### src/rtl/ttce_pkg.sv
// ----------------------------------------------------------------------------
// ttce_pkg
// types and constants of the text terminal cursor engine
// ----------------------------------------------------------------------------
package ttce_pkg;

    localparam int ROW_W = 5;
    localparam int COL_W = 7;
    localparam int CHR_W = 7;

    localparam logic [CHR_W-1:0] CH_LF = 7'd10;
    localparam logic [CHR_W-1:0] CH_CR = 7'd13;
    localparam logic [CHR_W-1:0] CH_BS = 7'd8;
    localparam logic [CHR_W-1:0] CH_SP = 7'd32;

    localparam logic [1:0] CFG_CURSOR_VISIBLE = 2'd0;
    localparam logic [1:0] CFG_HAS_FOCUS      = 2'd1;

    typedef enum logic [1:0] {
        REQ_FEED     = 2'd0,
        REQ_TYPED_BS = 2'd1,
        REQ_CLEAR    = 2'd2,
        REQ_READ     = 2'd3
    } t_req_type;

    typedef enum logic [1:0] {
        STYLE_HIDDEN  = 2'd0,
        STYLE_NORMAL  = 2'd1,
        STYLE_FOCUSED = 2'd2
    } t_style;

    typedef struct packed {
        t_req_type          req_type;
        logic [CHR_W-1:0]   ch;
        logic [ROW_W-1:0]   read_row;
        logic [COL_W-1:0]   read_col;
    } t_req;

    typedef struct packed {
        logic               cell_written;
        logic [ROW_W-1:0]   cell_row;
        logic [COL_W-1:0]   cell_col;
        logic [CHR_W-1:0]   cell_char;
        logic [ROW_W-1:0]   cursor_row;
        logic [COL_W-1:0]   cursor_col;
        t_style             cursor_style;
        logic               full_redraw;
        logic [CHR_W-1:0]   read_char;
        logic               read_beyond_end;
    } t_res;

    // write enables of the two memories
    typedef struct packed {
        logic len;
        logic chr;
    } t_mem_we;

endpackage

### src/rtl/ttce_ctrl.sv
// ----------------------------------------------------------------------------
// ttce_ctrl
// request sequencer: lookup, execute, cell store with space fill, clear sweep
// ----------------------------------------------------------------------------
module ttce_ctrl
    import ttce_pkg::*;
#(
    parameter int COLS  = 80,
    parameter int ROWS  = 30,
    parameter int LINES = 64
) (
    input  logic                                i_clk,
    input  logic                                i_rst_n,
    input  logic                                i_start,
    output logic                                o_busy,
    input  t_req                                i_req,
    input  t_style                              i_style,
    output logic                                o_done,
    output t_res                                o_res,
    output t_mem_we                             o_we,
    output logic [$clog2(LINES)-1:0]            o_len_raddr,
    input  logic [COL_W-1:0]                    i_len_rdata,
    output logic [$clog2(LINES)-1:0]            o_len_waddr,
    output logic [COL_W-1:0]                    o_len_wdata,
    output logic [$clog2(LINES*COLS)-1:0]       o_chr_raddr,
    input  logic [CHR_W-1:0]                    i_chr_rdata,
    output logic [$clog2(LINES*COLS)-1:0]       o_chr_waddr,
    output logic [CHR_W-1:0]                    o_chr_wdata
);

    localparam int LW = $clog2(LINES);
    localparam int AW = $clog2(LINES*COLS);

    typedef enum logic [2:0] {
        S_IDLE,
        S_LOOK,
        S_EXEC,
        S_STORE,
        S_CLR
    } t_state;

    t_state             r_state, n_state;
    t_req               r_req, n_req;
    logic [LW-1:0]      r_top, n_top;
    logic [ROW_W-1:0]   r_crow, n_crow;
    logic [COL_W-1:0]   r_ccol, n_ccol;
    logic [LW-1:0]      r_back, n_back;
    t_res               r_res, n_res;
    logic               r_done, n_done;
    logic [LW-1:0]      r_wline, n_wline;
    logic [COL_W-1:0]   r_wcol, n_wcol;
    logic [CHR_W-1:0]   r_wch, n_wch;
    logic [COL_W-1:0]   r_fcol, n_fcol;
    logic [COL_W-1:0]   r_wlen, n_wlen;
    logic [LW-1:0]      r_clr_idx, n_clr_idx;
    logic               r_clr_emit, n_clr_emit;

    logic [LW-1:0]      cur_line;
    logic [LW-1:0]      prev_line;
    logic [LW-1:0]      next_line;
    logic [LW-1:0]      rd_line;
    logic [COL_W-1:0]   rd_col;

    function automatic logic [LW-1:0] ring_line(input logic [LW-1:0] top,
                                                input logic [ROW_W-1:0] row);
        logic [LW:0] sum;
        sum = {1'b0, top} + {{(LW+1-ROW_W){1'b0}}, row};
        if (sum >= (LW+1)'(LINES)) begin
            sum = sum - (LW+1)'(LINES);
        end
        return sum[LW-1:0];
    endfunction

    function automatic logic [AW-1:0] cell_addr(input logic [LW-1:0] line,
                                                input logic [COL_W-1:0] col);
        return AW'(line) * AW'(COLS) + AW'(col);
    endfunction

    assign cur_line  = ring_line(r_top, r_crow);
    assign prev_line = (cur_line == '0) ? LW'(LINES-1) : cur_line - LW'(1);
    assign next_line = (cur_line == LW'(LINES-1)) ? '0 : cur_line + LW'(1);
    assign rd_line   = ring_line(r_top, r_req.read_row);
    // out-of-range columns read as space anyway, keep the address in bounds
    assign rd_col    = (r_req.read_col < COL_W'(COLS)) ? r_req.read_col : '0;

    always_comb begin
        logic               store_go;
        logic               newline;
        logic               zero_we;
        logic [LW-1:0]      zero_line;
        logic [COL_W:0]     col_inc;

        n_state    = r_state;
        n_req      = r_req;
        n_top      = r_top;
        n_crow     = r_crow;
        n_ccol     = r_ccol;
        n_back     = r_back;
        n_res      = r_res;
        n_done     = 1'b0;
        n_wline    = r_wline;
        n_wcol     = r_wcol;
        n_wch      = r_wch;
        n_fcol     = r_fcol;
        n_wlen     = r_wlen;
        n_clr_idx  = r_clr_idx;
        n_clr_emit = r_clr_emit;
        store_go   = 1'b0;
        newline    = 1'b0;
        zero_we    = 1'b0;
        zero_line  = cur_line;
        col_inc    = {1'b0, r_ccol} + (COL_W+1)'(1);

        o_we        = '0;
        o_len_raddr = cur_line;
        o_len_waddr = '0;
        o_len_wdata = '0;
        o_chr_raddr = cell_addr(rd_line, rd_col);
        o_chr_waddr = '0;
        o_chr_wdata = '0;

        case (r_state)
            S_IDLE: begin
                if (i_start) begin
                    n_req   = i_req;
                    n_state = S_LOOK;
                end
            end

            S_LOOK: begin
                // typed backspace at column zero needs the line above
                if (r_req.req_type == REQ_READ) begin
                    o_len_raddr = rd_line;
                end else if (r_req.req_type == REQ_TYPED_BS && r_ccol == '0) begin
                    o_len_raddr = prev_line;
                end else begin
                    o_len_raddr = cur_line;
                end
                n_state = S_EXEC;
            end

            S_EXEC: begin
                n_res              = '0;
                n_state            = S_IDLE;
                n_wline            = cur_line;
                n_fcol             = i_len_rdata;
                n_wlen             = i_len_rdata;
                case (r_req.req_type)
                    REQ_FEED: begin
                        if (r_req.ch == CH_LF) begin
                            newline = 1'b1;
                        end else if (r_req.ch == CH_CR) begin
                            n_ccol = '0;
                        end else if (r_req.ch == CH_BS) begin
                            if (r_ccol != '0) begin
                                n_ccol   = r_ccol - COL_W'(1);
                                n_wcol   = r_ccol - COL_W'(1);
                                n_wch    = CH_SP;
                                store_go = 1'b1;
                                n_res.cell_row = r_crow;
                            end
                        end else begin
                            n_wcol   = r_ccol;
                            n_wch    = r_req.ch;
                            store_go = 1'b1;
                            n_res.cell_row = r_crow;
                            n_ccol   = col_inc[COL_W-1:0];
                            if (col_inc >= (COL_W+1)'(COLS)) begin
                                newline = 1'b1;
                            end
                        end
                    end
                    REQ_TYPED_BS: begin
                        if (r_ccol != '0) begin
                            n_ccol   = r_ccol - COL_W'(1);
                            n_wcol   = r_ccol - COL_W'(1);
                            n_wch    = CH_SP;
                            store_go = 1'b1;
                            n_res.cell_row = r_crow;
                        end else if (r_back != '0) begin
                            // drop this line, step back to the end of the one above
                            zero_we   = 1'b1;
                            zero_line = cur_line;
                            n_back    = r_back - LW'(1);
                            if (r_crow == '0) begin
                                n_top = (r_top == '0) ? LW'(LINES-1) : r_top - LW'(1);
                                n_res.full_redraw = 1'b1;
                            end else begin
                                n_crow = r_crow - ROW_W'(1);
                            end
                            n_ccol   = COL_W'(COLS-1);
                            n_wline  = prev_line;
                            n_wcol   = COL_W'(COLS-1);
                            n_wch    = CH_SP;
                            store_go = 1'b1;
                            n_res.cell_row = n_crow;
                        end
                    end
                    REQ_CLEAR: begin
                        n_top      = '0;
                        n_crow     = '0;
                        n_ccol     = '0;
                        n_back     = '0;
                        n_res.full_redraw = 1'b1;
                        n_clr_idx  = '0;
                        n_clr_emit = 1'b1;
                        n_state    = S_CLR;
                    end
                    REQ_READ: begin
                        if (r_req.read_row >= ROW_W'(ROWS) || r_req.read_row > r_crow) begin
                            n_res.read_beyond_end = 1'b1;
                            n_res.read_char       = CH_SP;
                        end else if (r_req.read_col < COL_W'(COLS)
                                     && r_req.read_col < i_len_rdata) begin
                            n_res.read_char = i_chr_rdata;
                        end else begin
                            n_res.read_char = CH_SP;
                        end
                    end
                    default: begin
                        n_state = S_IDLE;
                    end
                endcase

                if (newline) begin
                    n_ccol = '0;
                    if (r_back < LW'(LINES-1)) begin
                        n_back = r_back + LW'(1);
                    end
                    if ({1'b0, r_crow} + (ROW_W+1)'(1) >= (ROW_W+1)'(ROWS)) begin
                        n_top = (r_top == LW'(LINES-1)) ? '0 : r_top + LW'(1);
                        n_res.full_redraw = 1'b1;
                    end else begin
                        n_crow = r_crow + ROW_W'(1);
                    end
                    zero_we   = 1'b1;
                    zero_line = next_line;
                end

                o_we.len    = zero_we;
                o_len_waddr = zero_line;
                o_len_wdata = '0;

                if (store_go) begin
                    n_res.cell_written = 1'b1;
                    n_res.cell_col     = n_wcol;
                    n_res.cell_char    = n_wch;
                    n_state            = S_STORE;
                end else if (n_state == S_IDLE) begin
                    n_done = 1'b1;
                end
                n_res.cursor_row   = n_crow;
                n_res.cursor_col   = n_ccol;
                n_res.cursor_style = i_style;
            end

            S_STORE: begin
                // cells skipped past the old line end become spaces
                if (r_fcol < r_wcol) begin
                    o_we.chr    = 1'b1;
                    o_chr_waddr = cell_addr(r_wline, r_fcol);
                    o_chr_wdata = CH_SP;
                    n_fcol      = r_fcol + COL_W'(1);
                end else begin
                    o_we.chr    = 1'b1;
                    o_chr_waddr = cell_addr(r_wline, r_wcol);
                    o_chr_wdata = r_wch;
                    if ({1'b0, r_wcol} + (COL_W+1)'(1) > {1'b0, r_wlen}) begin
                        o_we.len    = 1'b1;
                        o_len_waddr = r_wline;
                        o_len_wdata = r_wcol + COL_W'(1);
                    end
                    n_done  = 1'b1;
                    n_state = S_IDLE;
                end
            end

            S_CLR: begin
                o_we.len    = 1'b1;
                o_len_waddr = r_clr_idx;
                o_len_wdata = '0;
                if (r_clr_idx == LW'(LINES-1)) begin
                    n_done  = r_clr_emit;
                    n_state = S_IDLE;
                end else begin
                    n_clr_idx = r_clr_idx + LW'(1);
                end
            end

            default: begin
                n_state = S_IDLE;
            end
        endcase
    end

    always_ff @(posedge i_clk) begin
        if (!i_rst_n) begin
            r_state    <= S_CLR;
            r_top      <= '0;
            r_crow     <= '0;
            r_ccol     <= '0;
            r_back     <= '0;
            r_done     <= 1'b0;
            r_clr_idx  <= '0;
            r_clr_emit <= 1'b0;
        end else begin
            r_state    <= n_state;
            r_top      <= n_top;
            r_crow     <= n_crow;
            r_ccol     <= n_ccol;
            r_back     <= n_back;
            r_done     <= n_done;
            r_clr_idx  <= n_clr_idx;
            r_clr_emit <= n_clr_emit;
        end
        r_req   <= n_req;
        r_res   <= n_res;
        r_wline <= n_wline;
        r_wcol  <= n_wcol;
        r_wch   <= n_wch;
        r_fcol  <= n_fcol;
        r_wlen  <= n_wlen;
    end

    assign o_busy = (r_state != S_IDLE);
    assign o_done = r_done;
    assign o_res  = r_res;

endmodule

### config.mk
export PLATFORM = sky130hd
export DESIGN_NAME = ttce_ctrl
export DESIGN_NICKNAME = d
export VERILOG_FILES = /design/src/rtl/ttce_pkg.sv /design/src/rtl/ttce_ctrl.sv
export SDC_FILE = /design/constraint.sdc
export NUM_CORES = 1
export LEC_CHECK = 0
export BUFFER_PORTS_ARGS = -buffer_cell sky130_fd_sc_hd__buf_2
export CELL_PAD_IN_SITES_DETAIL_PLACEMENT = 1
export CELL_PAD_IN_SITES_GLOBAL_PLACEMENT = 1
export CORE_ASPECT_RATIO = 2
export CORE_MARGIN = 1
export CORE_UTILIZATION = 45
export DETAILED_ROUTE_END_ITERATION = 8
export PLACE_DENSITY_LB_ADDON = 0.1
export SLEW_MARGIN = 20
export SYNTH_ARGS = -nofsm -noshare
export SYNTH_HDL_FRONTEND = slang
export SYNTH_SLANG_ARGS = --single-unit
### constraint.sdc
create_clock -name i_clk -period 5.24 [get_ports i_clk]
set_input_delay 1.048 -clock i_clk [delete_from_list [all_inputs] [get_ports i_clk]]
set_output_delay 1.048 -clock i_clk [all_outputs]
set_load 0.05 [all_outputs]
==> impl_metrics.csv <==
group,metric,value,unit
power_and_ir_drop,vdd_ir_drop_max,0.192,mV
min_path,hold_path_depth,2,
floorplan,row_count,77,
flow_run,max_cap_viol_count,0,
synth,syn-mean-instance-area,8.85,um^2
global_route,grt_max_degree,70,
worst_setup_path,cp.arrival,4.07,ns
power_and_ir_drop,p_int,1.83,mW
drt,routed_wl,36700,um
synth,syn_inst,1148,
timing,max_slew_margin,36.7,%
synth,async_reset_ff_share,0,%
final_layout,nFillCells,2663,
synth,synth_top_family_by_area,"compound AO/OA/AOI/OAI gates",
final_layout,layout_commonest_cell,"buf_2",
synth,netlist_area,10200,um^2
global_route,grt_pass1_vias,10400,
worst_setup_path,reg2reg_setup_slack,1.52,ns
clocking,hold_buffers,0,
clocking,clkTransAtPathRegs,0.06,ns
timing,tightestPinTransition,0.939,ns
placed_design,place_area,11200,um^2
drt,wl_per_cell,23.2,um
power_and_ir_drop,switchingPower,0.523,mW
synth,synthFlopType,"edfxtp_1",
floorplan,die-height,215,um
worst_setup_path,critPathRequiredTime,4.19,ns
global_route,grt_pass1_wl,57000,um
worst_setup_path,worst-setup-path-type,"register to output port",
min_path,whs_endpoint,"r_clr_idx[1]",
final_layout,final_cell_mix,"buf_2, edfxtp_1, nand2_1, o21ai_0, a21oi_1",
synth,synth-edff-count,98,
synth,syn-num-nets,1270,
floorplan,initial_core_util,45.9,%
global_route,overflow,0,
placed_design,gp_congestion,0.970,
clocking,cts_root_buf,"clkbuf_16",
min_path,min_path_type,"register to register",
timing,period_share,97.7,%
final_layout,nets,1414,
synth,synth_xor_area_share,4.48,%
clocking,clk_latency,0.45,ns
timing,skew,0.00944,ns
worst_setup_path,worstReg2RegEnd,"r_top[1]",
timing,timing.fmax,195,MHz
synth,ys_seq_area_share,35.8,%
timing,timing.final.crit_period,5.12,ns
status,outcome,"finished clean",
synth,yosysWarnings,0,
floorplan,die_width,108,um
clocking,htree_levels,4,
placed_design,place_hpwl,27900,um
drt,drt_iter0_markers,411,
synth,synthAdderAreaFrac,10.6,%
power_and_ir_drop,p_comb_share,2.2,%
synth,synth_seq_cells,133,
power_and_ir_drop,p_sw_share,22.2,%
final_layout,diodes,0,
timing,fin_tns_setup,0,ns
worst_setup_path,crit_fanout,3,
timing,report.final.slew_viol_count,0,
final_layout,area_growth,17.2,%
power_and_ir_drop,power_leakage,4.82,nW
worst_setup_path,r2r_start,"r_state[1]",
drt,vias,9933,
timing,hold_viol_final,0,
clocking,cts_max_path_buffers,2,
worst_setup_path,cp-start-kind,"register",
synth,muxShareOfSynthArea,0.505,%
timing,setup_viol,0,
min_path,holdCritStartpoint,"r_clr_idx[1]",
drt,dr.pass1.iters,5,
floorplan,coreArea,22200,um^2
floorplan,dieArea,23200,um^2
synth,synthSimpleGateAreaFrac,20.8,%
final_layout,design_area,11900,um^2
power_and_ir_drop,pwr-share-seq,47.7,%
power_and_ir_drop,power_density,198,nW/um^2
clocking,cts_sinks,133,
power_and_ir_drop,power_frac_clock,50.1,%
final_layout,drive_above_1_share,20.2,%
placed_design,place_inst,1539,
global_route,antenna_found_initial,0,
timing,grt_setup_unrepaired,"true",
final_layout,finalNonFillerCells,1581,
synth,ys_types,91,
global_route,grt_util_all_layers,32.8,%
floorplan,io_pins,139,
placed_design,io_buffers,138,
synth,synth_compound_area_share,22.9,%
clocking,cts_made_buffers,17,
drt,drc_errors,0,
worst_setup_path,worst-r2r-cell-count,8,
drt,ant_nets,0,
clocking,tritoncts,"built",
worst_setup_path,endpoint_kind,"output port",
drt,viasPerCell,6.28,
==> routing by layer <==
layer	vias up	part of all wire [%]	GRT usage [%]
li1	4589	-	-
met1	4892	35	32.2
met2	315	54	60.0
met3	137	3.9	5.47
met4	0	7.2	23.3
met5	-	0	0
==> how the worst max path moves through the flow <==
stage	startpoint	endpoint	slack, ns	depth (start not counted)
2_1_floorplan	r_state[1]	o_we[1]	0.01	8
3_3_place_gp	r_req[7]	o_chr_raddr[12]	0.32	13
3_5_place_dp	r_req[7]	o_chr_raddr[12]	0.15	13
4_1_cts	r_req[7]	o_chr_raddr[12]	0.003	13
5_1_grt	r_req[8]	o_chr_raddr[12]	-0.03	13
6_report	r_req[8]	o_chr_raddr[12]	0.12	13
==> cells by family after synthesis <==
family,count (synthesis)
buffers and inverters,122
adder cells (fa/ha/maj),83
flip-flops,133
AND/OR/NAND/NOR,401
multiplexers,5
AO/OA/AOI/OAI,352
XOR/XNOR,52
==> through the flow <==
step                total power [mW]  hold slack, ns  setup slack (ns)  utilization [%]
detailed placement              1.20           0.517             0.150             50.6
CTS                             2.38           0.526           0.00280             53.4
global placement                1.20           0.509             0.323             50.6
global route                    2.41           0.543           -0.0345             53.8
finish                          2.36           0.525             0.122             53.8
floorplan                       1.17           0.436            0.0100                -
==> cell usage after synthesis, drive strengths merged, types with 12 or more instances <==
library cell	number	area [um^2]
a31oi	19	119
nor2	80	310
dfxtp	35	701
xor2	15	131
a21oi	81	428
ha	76	951
edfxtp	98	2940
buf	14	92.6
nor2b	12	75.1
o211ai	12	90.1
and2	30	190
and3	17	106
nand3	45	230
nor3	35	196
a211oi	12	90.1
a21o	21	158
nand4	16	100
o21ai	95	475
inv	61	229
nand2	95	359
xnor2	37	324
clkbuf	45	169
==> what timing repair did <==
item	4_1_cts	5_1_grt
resized for setup	7	6
setup buffers	4	6
setup endpoints to repair	1	2
pin swaps	3	7
==> sequential cells by signal, indices dropped and copies added (netlist names) <==
signal,count
o_done,1
o_res,43
r_back,6
r_ccol,7
r_clr_emit,1
r_clr_idx,6
r_crow,5
r_fcol,7
r_req,21
r_state,3
r_top,6
r_wch,7
r_wcol,7
r_wlen,7
r_wline,6
==> critical path: stages (launching register included) <==
cell and delay [ns]:
edfxtp_1 0.42, ha_1 0.32, a21o_1 0.19, a21oi_4 0.16, xnor2_2 0.14, inv_1 0.06
ha_1 0.28, ha_2 0.21, fa_2 0.42, xnor2_2 0.17, nand4b_1 0.23, or4b_2 0.63
o211ai_1 0.18, buf_4 0.22
==> power groups by stage <==
stage	combinational, mW	sequential [mW]	clock [mW]
floorplan	0.0254	1.15	0
CTS	0.0510	1.13	1.20
global route	0.0553	1.13	1.23
global placement	0.0494	1.15	0
finish	0.0507	1.13	1.18
detailed placement	0.0506	1.15	0
==> layout make-up <==
class / count / area, um^2 / share of cell area (%)
clock inverter: 14 / 134 / 1.12
timing repair buffer: 184 / 1040 / 8.71
sequential: 133 / 3640 / 30.6
tap: 276 / 345 / 2.90
inverter: 63 / 239 / 2.01
multi-input combinational: 893 / 6090 / 51.1
clock buffer: 18 / 429 / 3.60
Note: power is estimated with default switching activity, not from simulation.
